[config.mk]
export PLATFORM = sky130hd
export DESIGN_NAME = dns_name_decompressor
export DESIGN_NICKNAME = d
export VERILOG_FILES = /design/src/sv/dnsd_pkg.sv /design/src/sv/dnsd_ram.sv /design/src/sv/dns_name_decompressor.sv
export VERILOG_INCLUDE_DIRS = /design/src /design/src/sv
export SDC_FILE = /design/constraint.sdc
export NUM_CORES = 2
export LEC_CHECK = 0
export BUFFER_PORTS_ARGS = -buffer_cell sky130_fd_sc_hd__buf_2
export CAP_MARGIN = 20
export CORE_UTILIZATION = 42
export CTS_BUF_LIST = sky130_fd_sc_hd__clkbuf_8
export DETAILED_ROUTE_END_ITERATION = 7
export MAX_ROUTING_LAYER = met4
export PLACE_DENSITY_LB_ADDON = 0.12
export SLEW_MARGIN = 40
export SYNTH_ARGS = -nofsm -noshare
export SYNTH_HDL_FRONTEND = slang
export SYNTH_HIERARCHICAL = 1
export SYNTH_SLANG_ARGS = --single-unit
[constraint.sdc]
create_clock -name clk_i -period 5.8 [get_ports clk_i]
set_clock_uncertainty 0.2 [all_clocks]
set_input_delay 0.87 -clock clk_i [delete_from_list [all_inputs] [get_ports clk_i]]
set_output_delay 0.87 -clock clk_i [all_outputs]
set_load 0.02 [all_outputs]
[src/sv/dns_name_decompressor_defines.svh]
// Assertion macros shared by the DNS name decompressor RTL.
// Expects clk_i and rst_ni in the scope of each use; no other dependencies.
`ifndef DNS_NAME_DECOMPRESSOR_DEFINES_SVH
`define DNS_NAME_DECOMPRESSOR_DEFINES_SVH

// Check a consequent in the same cycle as its antecedent.
`define DNSD_ASSERT_NOW(lbl, ante, cons, msg) \
  lbl: assert property (@(posedge clk_i) disable iff (!rst_ni) (ante) |-> (cons)) \
    else $error(msg);

// Check a consequent in the cycle after its antecedent.
`define DNSD_ASSERT_NEXT(lbl, ante, cons, msg) \
  lbl: assert property (@(posedge clk_i) disable iff (!rst_ni) (ante) |=> (cons)) \
    else $error(msg);

`endif

[src/sv/dnsd_pkg.sv]
// Shared types and constants of the DNS name decompressor.
// No dependencies; imported by the top level.
package dnsd_pkg;

  // Default sizes of the message store and the output name buffer
  localparam int MSG_BYTES_DEF = 512;
  localparam int NAME_BUF_DEF  = 256;

  // Fixed field widths
  localparam int LEN_W = 10;
  localparam int CHK_W = LEN_W + 2;

  // Opcodes
  localparam logic OP_LOAD   = 1'b0;
  localparam logic OP_EXPAND = 1'b1;

  // Label kinds (top two bits of a header byte)
  localparam logic [1:0] KIND_LABEL = 2'b00;
  localparam logic [1:0] KIND_PTR   = 2'b11;

  localparam logic [7:0] LABEL_MASK = 8'h3f;
  localparam logic [7:0] DOT_CHAR   = 8'h2e;
  localparam logic [7:0] ESC_CHAR   = 8'h5c;

  localparam logic [3:0] CHUNK_CHARS = 4'd8;
  localparam logic [2:0] LANE_LAST   = 3'd7;

  typedef struct packed {
    logic       opcode;
    logic [8:0] byte_address;
    logic [7:0] byte_value;
    logic [8:0] start_offset;
    logic [9:0] message_length;
    logic [8:0] out_capacity;
  } dnsd_in_t;

  typedef struct packed {
    logic [63:0] name_chars;
    logic [3:0]  char_count;
    logic        last;
    logic        status;
    logic [9:0]  consumed_length;
  } dnsd_out_t;

endpackage

[src/sv/dnsd_ram.sv]
// Generic single-port-write, single-port-read RAM with registered read data.
// No dependencies.
module dnsd_ram #(
  parameter int WIDTH = 8,
  parameter int DEPTH = 512
) (
  input  logic                     clk_i,
  input  logic                     we_i,
  input  logic [$clog2(DEPTH)-1:0] waddr_i,
  input  logic [WIDTH-1:0]         wdata_i,
  input  logic [$clog2(DEPTH)-1:0] raddr_i,
  output logic [WIDTH-1:0]         rdata_o
);

  logic [WIDTH-1:0] mem [DEPTH];
  logic [WIDTH-1:0] rdata_q;

  // Write on enable, read every cycle
  always_ff @(posedge clk_i) begin
    if (we_i) begin
      mem[waddr_i] <= wdata_i;
    end
    rdata_q <= mem[raddr_i];
  end

  assign rdata_o = rdata_q;

endmodule

[src/sv/dns_name_decompressor.sv]
// Top level of the DNS name decompressor: sequencer, counters and message store.
// Depends on dnsd_pkg, dnsd_ram and dns_name_decompressor_defines.svh.
//
// Usage: a word on in_i is taken at a clock edge with start high and busy low.
// A load word (opcode 0) writes one message byte in its accept cycle; busy stays
// low, so loads may follow every cycle. An expand word (opcode 1) raises busy
// until its final result has been driven. The expansion walks the message store
// one byte per read; the store's single registered read port sets this pace.
// Each header or label byte takes a read state and a decode state, an escaped
// dot one more state, a compression pointer a further read and follow state
// for its second byte, and the final result its own state.
// Results appear on res_o for one cycle with res_valid_o high: a full word of
// eight characters whenever eight are collected, then a final word with last,
// status and consumed length. The receiver cannot stall; it must take every
// word in the cycle it is shown.
// Reset returns the sequencer to idle. Store contents stay undefined until
// loaded; no clearing pass runs.
`include "dns_name_decompressor_defines.svh"

module dns_name_decompressor
  import dnsd_pkg::*;
#(
  parameter int MESSAGE_BYTES     = MSG_BYTES_DEF,
  parameter int NAME_BUFFER_BYTES = NAME_BUF_DEF
) (
  input  logic      clk_i,
  input  logic      rst_ni,
  input  logic      start,
  output logic      busy,
  input  dnsd_in_t  in_i,
  output logic      res_valid_o,
  output dnsd_out_t res_o
);

  localparam int AW  = $clog2(MESSAGE_BYTES);
  localparam int OCW = $clog2(NAME_BUFFER_BYTES + 1);
  localparam int SW  = OCW + 7;

  typedef enum logic [3:0] {
    ST_IDLE,
    ST_HDR_RD,
    ST_HDR,
    ST_CHR_RD,
    ST_CHR,
    ST_ESC,
    ST_PTR_RD,
    ST_PTR,
    ST_FIN
  } state_e;

  state_e           state_q, state_d;
  logic [LEN_W-1:0] rp_q, rp_d;
  logic [LEN_W-1:0] start_q, start_d;
  logic [LEN_W-1:0] len_q, len_d;
  logic [OCW-1:0]   cap_q, cap_d;
  logic [OCW-1:0]   oc_q, oc_d;
  logic [CHK_W-1:0] chk_q, chk_d;
  logic [LEN_W-1:0] mark_q, mark_d;
  logic [63:0]      acc_q, acc_d;
  logic [2:0]       lane_q, lane_d;
  logic [5:0]       rem_q, rem_d;
  logic [5:0]       ptr_hi_q, ptr_hi_d;
  logic             err_q, err_d;
  logic             res_valid_q, res_valid_d;
  dnsd_out_t        res_q, res_d;

  logic             accept;
  logic             addr_ok;
  logic             ram_we;
  logic [7:0]       rd_data;
  logic [LEN_W-1:0] len_in;
  logic [10:0]      cap_ext;
  logic [OCW-1:0]   cap_in;
  logic [LEN_W-1:0] rp_inc;
  logic [LEN_W-1:0] mark_new;
  logic             oc_nz;
  logic [SW-1:0]    oc_dot;
  logic [SW-1:0]    oc_esc;
  logic [SW-1:0]    cap_w;
  logic [13:0]      target;
  logic [CHK_W-1:0] chk_ptr;
  logic             put_en;
  logic [7:0]       put_chr;

  assign accept = start && !busy;
  assign busy   = (state_q != ST_IDLE);

  // Message store
  assign addr_ok = 32'(in_i.byte_address) < 32'(MESSAGE_BYTES);
  assign ram_we  = accept && (in_i.opcode == OP_LOAD) && addr_ok;

  dnsd_ram #(
    .WIDTH (8),
    .DEPTH (MESSAGE_BYTES)
  ) u_store (
    .clk_i   (clk_i),
    .we_i    (ram_we),
    .waddr_i (AW'(in_i.byte_address)),
    .wdata_i (in_i.byte_value),
    .raddr_i (AW'(rp_q)),
    .rdata_o (rd_data)
  );

  // Clamp length and capacity of a new expansion
  assign len_in  = (32'(in_i.message_length) > 32'(MESSAGE_BYTES)) ?
                   LEN_W'(MESSAGE_BYTES) : in_i.message_length;
  assign cap_ext = (11'(in_i.out_capacity) > 11'(NAME_BUFFER_BYTES)) ?
                   11'(NAME_BUFFER_BYTES) : 11'(in_i.out_capacity);
  assign cap_in  = OCW'(cap_ext);

  // Shared position and count arithmetic
  assign rp_inc   = rp_q + LEN_W'(1);
  assign mark_new = rp_inc - start_q;
  assign oc_nz    = (oc_q != '0);
  assign oc_dot   = SW'(oc_q) + SW'(oc_nz);
  assign oc_esc   = SW'(oc_q) + SW'(rem_q) + SW'(1);
  assign cap_w    = SW'(cap_q);
  assign target   = {ptr_hi_q, rd_data};
  assign chk_ptr  = chk_q + CHK_W'(2);

  // Sequencer next state
  always_comb begin
    state_d     = state_q;
    rp_d        = rp_q;
    start_d     = start_q;
    len_d       = len_q;
    cap_d       = cap_q;
    oc_d        = oc_q;
    chk_d       = chk_q;
    mark_d      = mark_q;
    acc_d       = acc_q;
    lane_d      = lane_q;
    rem_d       = rem_q;
    ptr_hi_d    = ptr_hi_q;
    err_d       = err_q;
    res_valid_d = 1'b0;
    res_d       = '0;
    put_en      = 1'b0;
    put_chr     = '0;

    case (state_q)
      ST_IDLE: begin
        if (accept && (in_i.opcode == OP_EXPAND)) begin
          len_d   = len_in;
          cap_d   = cap_in;
          start_d = LEN_W'(in_i.start_offset);
          rp_d    = LEN_W'(in_i.start_offset);
          oc_d    = '0;
          chk_d   = '0;
          mark_d  = '0;
          acc_d   = '0;
          lane_d  = '0;
          err_d   = 1'b0;
          if ((cap_in == '0) || (LEN_W'(in_i.start_offset) >= len_in)) begin
            err_d   = 1'b1;
            state_d = ST_FIN;
          end else begin
            state_d = ST_HDR_RD;
          end
        end
      end

      ST_HDR_RD: begin
        state_d = ST_HDR;
      end

      // Decode a header byte
      ST_HDR: begin
        rp_d = rp_inc;
        if (rd_data == '0) begin
          if (mark_q == '0) begin
            mark_d = mark_new;
          end
          state_d = ST_FIN;
        end else begin
          case (rd_data[7:6])
            KIND_LABEL: begin
              if (oc_nz && (oc_q >= cap_q)) begin
                err_d   = 1'b1;
                state_d = ST_FIN;
              end else begin
                if (oc_nz) begin
                  put_en  = 1'b1;
                  put_chr = DOT_CHAR;
                end
                if ((oc_dot + SW'(rd_data)) >= cap_w) begin
                  err_d   = 1'b1;
                  state_d = ST_FIN;
                end else begin
                  chk_d   = chk_q + CHK_W'(rd_data) + CHK_W'(1);
                  rem_d   = 6'(rd_data & LABEL_MASK);
                  state_d = ST_CHR_RD;
                end
              end
            end
            KIND_PTR: begin
              if (mark_q == '0) begin
                mark_d = mark_new + LEN_W'(1);
              end
              ptr_hi_d = 6'(rd_data & LABEL_MASK);
              if (rp_inc >= len_q) begin
                err_d   = 1'b1;
                state_d = ST_FIN;
              end else begin
                state_d = ST_PTR_RD;
              end
            end
            default: begin
              err_d   = 1'b1;
              state_d = ST_FIN;
            end
          endcase
        end
      end

      ST_CHR_RD: begin
        if (rp_q >= len_q) begin
          err_d   = 1'b1;
          state_d = ST_FIN;
        end else begin
          state_d = ST_CHR;
        end
      end

      // Copy one label character, escape a dot first
      ST_CHR: begin
        rp_d = rp_inc;
        if (rd_data == DOT_CHAR) begin
          if (oc_esc >= cap_w) begin
            err_d   = 1'b1;
            state_d = ST_FIN;
          end else begin
            put_en  = 1'b1;
            put_chr = ESC_CHAR;
            state_d = ST_ESC;
          end
        end else begin
          put_en  = 1'b1;
          put_chr = rd_data;
          rem_d   = rem_q - 6'd1;
          if (rp_inc >= len_q) begin
            err_d   = 1'b1;
            state_d = ST_FIN;
          end else if (rem_q == 6'd1) begin
            state_d = ST_HDR_RD;
          end else begin
            state_d = ST_CHR_RD;
          end
        end
      end

      // Put the escaped dot itself
      ST_ESC: begin
        put_en  = 1'b1;
        put_chr = DOT_CHAR;
        rem_d   = rem_q - 6'd1;
        if (rp_q >= len_q) begin
          err_d   = 1'b1;
          state_d = ST_FIN;
        end else if (rem_q == 6'd1) begin
          state_d = ST_HDR_RD;
        end else begin
          state_d = ST_CHR_RD;
        end
      end

      ST_PTR_RD: begin
        state_d = ST_PTR;
      end

      // Follow a compression pointer, bound the walk
      ST_PTR: begin
        if (32'(target) >= 32'(len_q)) begin
          err_d   = 1'b1;
          state_d = ST_FIN;
        end else begin
          rp_d  = LEN_W'(target);
          chk_d = chk_ptr;
          if (chk_ptr >= CHK_W'(len_q)) begin
            err_d   = 1'b1;
            state_d = ST_FIN;
          end else begin
            state_d = ST_HDR_RD;
          end
        end
      end

      // Drive the final word
      ST_FIN: begin
        res_valid_d = 1'b1;
        res_d.last  = 1'b1;
        if (err_q) begin
          res_d.status = 1'b1;
        end else begin
          res_d.name_chars      = acc_q;
          res_d.char_count      = {1'b0, lane_q};
          res_d.consumed_length = mark_q;
        end
        acc_d   = '0;
        lane_d  = '0;
        state_d = ST_IDLE;
      end

      default: begin
        state_d = ST_IDLE;
      end
    endcase

    // Append a character, flush a full word
    if (put_en) begin
      acc_d[{lane_q, 3'b000} +: 8] = put_chr;
      oc_d = oc_q + OCW'(1);
      if (lane_q == LANE_LAST) begin
        res_valid_d      = 1'b1;
        res_d.name_chars = acc_d;
        res_d.char_count = CHUNK_CHARS;
        acc_d            = '0;
        lane_d           = '0;
      end else begin
        lane_d = lane_q + 3'd1;
      end
    end
  end

  // State and registered outputs
  always_ff @(posedge clk_i or negedge rst_ni) begin
    if (!rst_ni) begin
      state_q     <= ST_IDLE;
      rp_q        <= '0;
      start_q     <= '0;
      len_q       <= '0;
      cap_q       <= '0;
      oc_q        <= '0;
      chk_q       <= '0;
      mark_q      <= '0;
      acc_q       <= '0;
      lane_q      <= '0;
      rem_q       <= '0;
      ptr_hi_q    <= '0;
      err_q       <= 1'b0;
      res_valid_q <= 1'b0;
      res_q       <= '0;
    end else begin
      state_q     <= state_d;
      rp_q        <= rp_d;
      start_q     <= start_d;
      len_q       <= len_d;
      cap_q       <= cap_d;
      oc_q        <= oc_d;
      chk_q       <= chk_d;
      mark_q      <= mark_d;
      acc_q       <= acc_d;
      lane_q      <= lane_d;
      rem_q       <= rem_d;
      ptr_hi_q    <= ptr_hi_d;
      err_q       <= err_d;
      res_valid_q <= res_valid_d;
      res_q       <= res_d;
    end
  end

  assign res_valid_o = res_valid_q;
  assign res_o       = res_q;

  // Checks
  `DNSD_ASSERT_NOW(a_chunk_full, res_valid_o && !res_o.last,
    (res_o.char_count == CHUNK_CHARS) && !res_o.status, "partial word before the final word")
  `DNSD_ASSERT_NOW(a_err_empty, res_valid_o && res_o.status,
    res_o.last && (res_o.char_count == '0) && (res_o.consumed_length == '0),
    "error word carries data")
  `DNSD_ASSERT_NEXT(a_expand_busy, accept && (in_i.opcode == OP_EXPAND), busy,
    "expansion did not raise busy")
  `DNSD_ASSERT_NEXT(a_last_idle, res_valid_o && res_o.last, !res_valid_o,
    "activity after the final word")

endmodule

==> flow_metrics.env <==
export IMPL_period_share_pct=89.4
export IMPL_hpwl_mm=311
export IMPL_endpoint_kind="flop"
export IMPL_crit_path_start="oc_q[6]$_DFFE_PN0P_"
export IMPL_synth_top_area_share_pct=70.6
export IMPL_synth_most_common_cell="edfxtp_1"
export IMPL_min_delay_path_depth=3
export IMPL_grt_usage_pct=24.2
export IMPL_grt_max_degree=155
export IMPL_grt_pass1_wl_mm=711
export IMPL_vias_per_cell=5.85
export IMPL_hold_violations=0
export IMPL_maxCapViolCount=0
export IMPL_wl_per_cell_um=30.6
export IMPL_rr_endpoint="chk_q[2]$_DFFE_PN0P_"
export IMPL_port_buffers=130
export IMPL_drive_gt1_share_pct=21.0
export IMPL_syn_avg_cell_area_um2=18.2
export IMPL_path_clk_slew_ns=0.06
export IMPL_utilization_pct=47.6
export IMPL_synth_common_cells="edfxtp_1, mux2i_1, nor2_1"
export IMPL_min_path_type="in2reg"
export IMPL_die_w_um=646
export IMPL_chipHeight_um=646
export IMPL_yosys_warnings=6
export IMPL_crit_required_ns=6.68
export IMPL_first_iter_violations=8795
export IMPL_worstReg2RegStart="oc_q[6]$_DFFE_PN0P_"
export IMPL_area_growth_pct=12.9
export IMPL_synth_cell_type_count=91
export IMPL_fill_cells=34732
export IMPL_leakagePower_nw=65.2
export IMPL_synth_nets=9729
export IMPL_finalPower_mw=87.9
export IMPL_synthCells=9555
export IMPL_drtAntennaViolNets=0
export IMPL_cp_start_kind="flop"
export IMPL_vias=95136
export IMPL_netlist_area_mm2=0.174
export IMPL_drcViolationCount=0
export IMPL_tns_ns=0
export IMPL_dieArea_mm2=0.418
export IMPL_powerDensity_mw_per_mm2=447
export IMPL_clk_latency_ns=1.24
export IMPL_io_pins=131
export IMPL_cts_root_buffer="clkbuf_8"
export IMPL_path_max_fanout=10
export IMPL_post_cts_buffers=0
export IMPL_yosys_top_cells_area="edfxtp_1, mux4_2, mux2i_1"
export IMPL_ys_ff_latch=4338
export IMPL_maxSlewHeadroom_pct=32.7
export IMPL_cts_tree="done"
export IMPL_period_needed_ns=5.19
export IMPL_synth_edf_count=4096
export IMPL_ff2ff_setup_slack_ns=0.61
export IMPL_crit_arrival_ns=6.06
export IMPL_tightest_slew_ns=1.01
export IMPL_netlist_top_cell_by_area="edfxtp_1"
export IMPL_fmax_mhz=193
export IMPL_holdWs_ns=0.165
export IMPL_ys_async_sr_fraction_pct=5.39
export IMPL_cts_buffer_depth=4
export IMPL_finalWirelength_mm=497
export IMPL_drtPass1Iterations=6
export IMPL_overflow=0
export IMPL_antenna_found_initial=20
export IMPL_core_region_area_mm2=0.413
export IMPL_slew_violations=0
export IMPL_cts_htree_levels=6
export IMPL_rows=236
export IMPL_dominantRegCellSynth="edfxtp_1"
export IMPL_setup_viol=0
export IMPL_path_class="reg2reg"
export IMPL_gp_congestion=0.863
export IMPL_nNetsFinal=10401
export IMPL_grt_setup_unrepaired="false"
export IMPL_status="complete, no violations"
export IMPL_ys_seq_area_share_pct=74.0
export IMPL_start_util_pct=42.2
export IMPL_grt_pass1_vias=96596
export IMPL_cts_sinks=4338
export IMPL_peakVddDrop_uv=357
export IMPL_crit_path_end="chk_q[2]$_DFFE_PN0P_"
export IMPL_cts_buffers=715
export IMPL_r2r_cells=18
==> final cells by class <==
| class | count | area (µm²) | share of cell area [%] |
|---|---|---|---|
| flip-flops and latches | 4338 | 129000 | 65.6 |
| multi-input cells | 4556 | 42400 | 21.6 |
| clock buffers | 745 | 10300 | 5.21 |
| well taps | 5474 | 6850 | 3.48 |
| repair buffers | 545 | 5230 | 2.66 |
| clock inverters | 527 | 2610 | 1.32 |
| inverters | 71 | 274 | 0.139 |
| diodes | 16 | 40.0 | 0.0204 |
==> logic make-up (layout without fill, tap and decap cells) <==
group | count (synthesis) | count (layout) | share of synthesized area, %
DFF | 4338 | 4338 | 74.0
adders and majority gates | 125 | 125 | 0.919
muxes | 1461 | 1461 | 13.1
and+or+nand+nor | 1443 | 1443 | 3.76
xor gates and xnor gates | 43 | 43 | 0.216
other | 0 | 16 | 0
buffers and inverters | 661 | 1888 | 2.02
AOI/OAI and AO/OA | 1484 | 1484 | 5.98
==> report_power, final <==
part | switching (mW) | internal [mW] | leakage (nW)
Sequential | 0.762 | 34.8 | 39.7
Combinational | 17.2 | 10.6 | 18.0
Clock | 12.3 | 12.2 | 7.52
Total | 30.3 | 57.6 | 65.2
==> layout by cell type (no fill, tap or decap), drive strengths merged, types with 14 or more instances in the layout <==
master,netlist,final
edfxtp,4096,4096
mux2i,799,799
clkbuf,329,745
nor2,669,669
mux4,654,654
buf,261,498
o221ai,373,373
inv,71,363
o21ai,277,277
a21oi,268,268
nand2,257,257
dfrtp,234,234
clkinv,0,215
o22ai,172,172
nor3,148,148
ha,120,120
nand3,96,96
a22o,84,84
a22oi,78,78
nor4,48,48
dlygate4sd3,0,47
nand4,43,43
and3,35,35
and2,34,34
xnor2,31,31
o31ai,31,31
a211oi,31,31
nor2b,20,20
or3,18,18
diode,0,16
clkinvlp,0,14
nand2b,14,14
or2,14,14
==> stage by stage <==
| stage | setup slack (ns) | instances | cell area (µm²) |
|---|---|---|---|
| after floorplan | 1.20 | 9555 | 174000 |
| after global placement | 0.385 | 14920 | 183000 |
| after detailed placement | 0.658 | 14930 | 183000 |
| after CTS | 0.623 | 16248 | 196000 |
| after global routing | 0.317 | 16265 | 197000 |
| final | 0.614 | 16272 | 197000 |
==> worst min path at each step <==
stage / startpoint / end / slack, ns
4_1_cts: rst_ni / state_q[3]$_DFFE_PN0N_ / 0.03
6_report: start / len_q[5]$_DFFE_PN0P_ / 0.17
5_1_grt: in_i[37] / u_store/mem[267][3]$_DFFE_PP_ / 0.15
2_1_floorplan: len_q[1]$_DFFE_PN0P_ / len_q[1]$_DFFE_PN0P_ / 0.25
3_3_place_gp: ptr_hi_q[3]$_DFFE_PN0P_ / ptr_hi_q[3]$_DFFE_PN0P_ / 0.26
3_5_place_dp: len_q[6]$_DFFE_PN0P_ / len_q[6]$_DFFE_PN0P_ / 0.27
==> per-layer routing <==
metal	up-vias	track usage [%]	share of wire (%)
met5	-	-	0
li1	40650	-	-
met2	3346	39.1	49
met3	738	3.65	5.8
met4	0	6.55	2.7
met1	50402	32.0	42
==> registers in the layout (all words and copies together), names as in the netlist, 3 cells and up <==
register and flops:
acc_q 64, cap_q 9, ptr_hi_q 6, oc_q 9
start_q 9, lane_q 3, chk_q 12, mark_q 10
rem_q 6, u_store/mem 4096, rp_q 10, state_q 4
res_o 80, u_store/rdata_o 8, len_q 10
==> what timing repair did <==
action | in CTS | in global routing
hold endpoints to repair | 631 | 50
hold buffers | 46 | 1
endpoints found under the setup margin | 0 | 0
resized for setup | 0 | 0
==> critical path: stages, from the launching register on <==
cell	delay, ns
dfrtp_1	0.50
nor4_1	0.30
and4b_1	0.33
fa_1	0.26
inv_1	0.07
fa_1	0.39
a21o_1	0.20
a21oi_1	0.22
o21bai_1	0.09
a21oi_1	0.23
o21ai_0	0.15
xnor2_1	0.15
ha_1	0.31
a21oi_1	0.12
o21ai_0	0.09
a41o_1	0.30
o31a_1	0.40
or2_1	0.41
mux2_2	0.33
No activity file was read; power rests on OpenSTA's default activity.
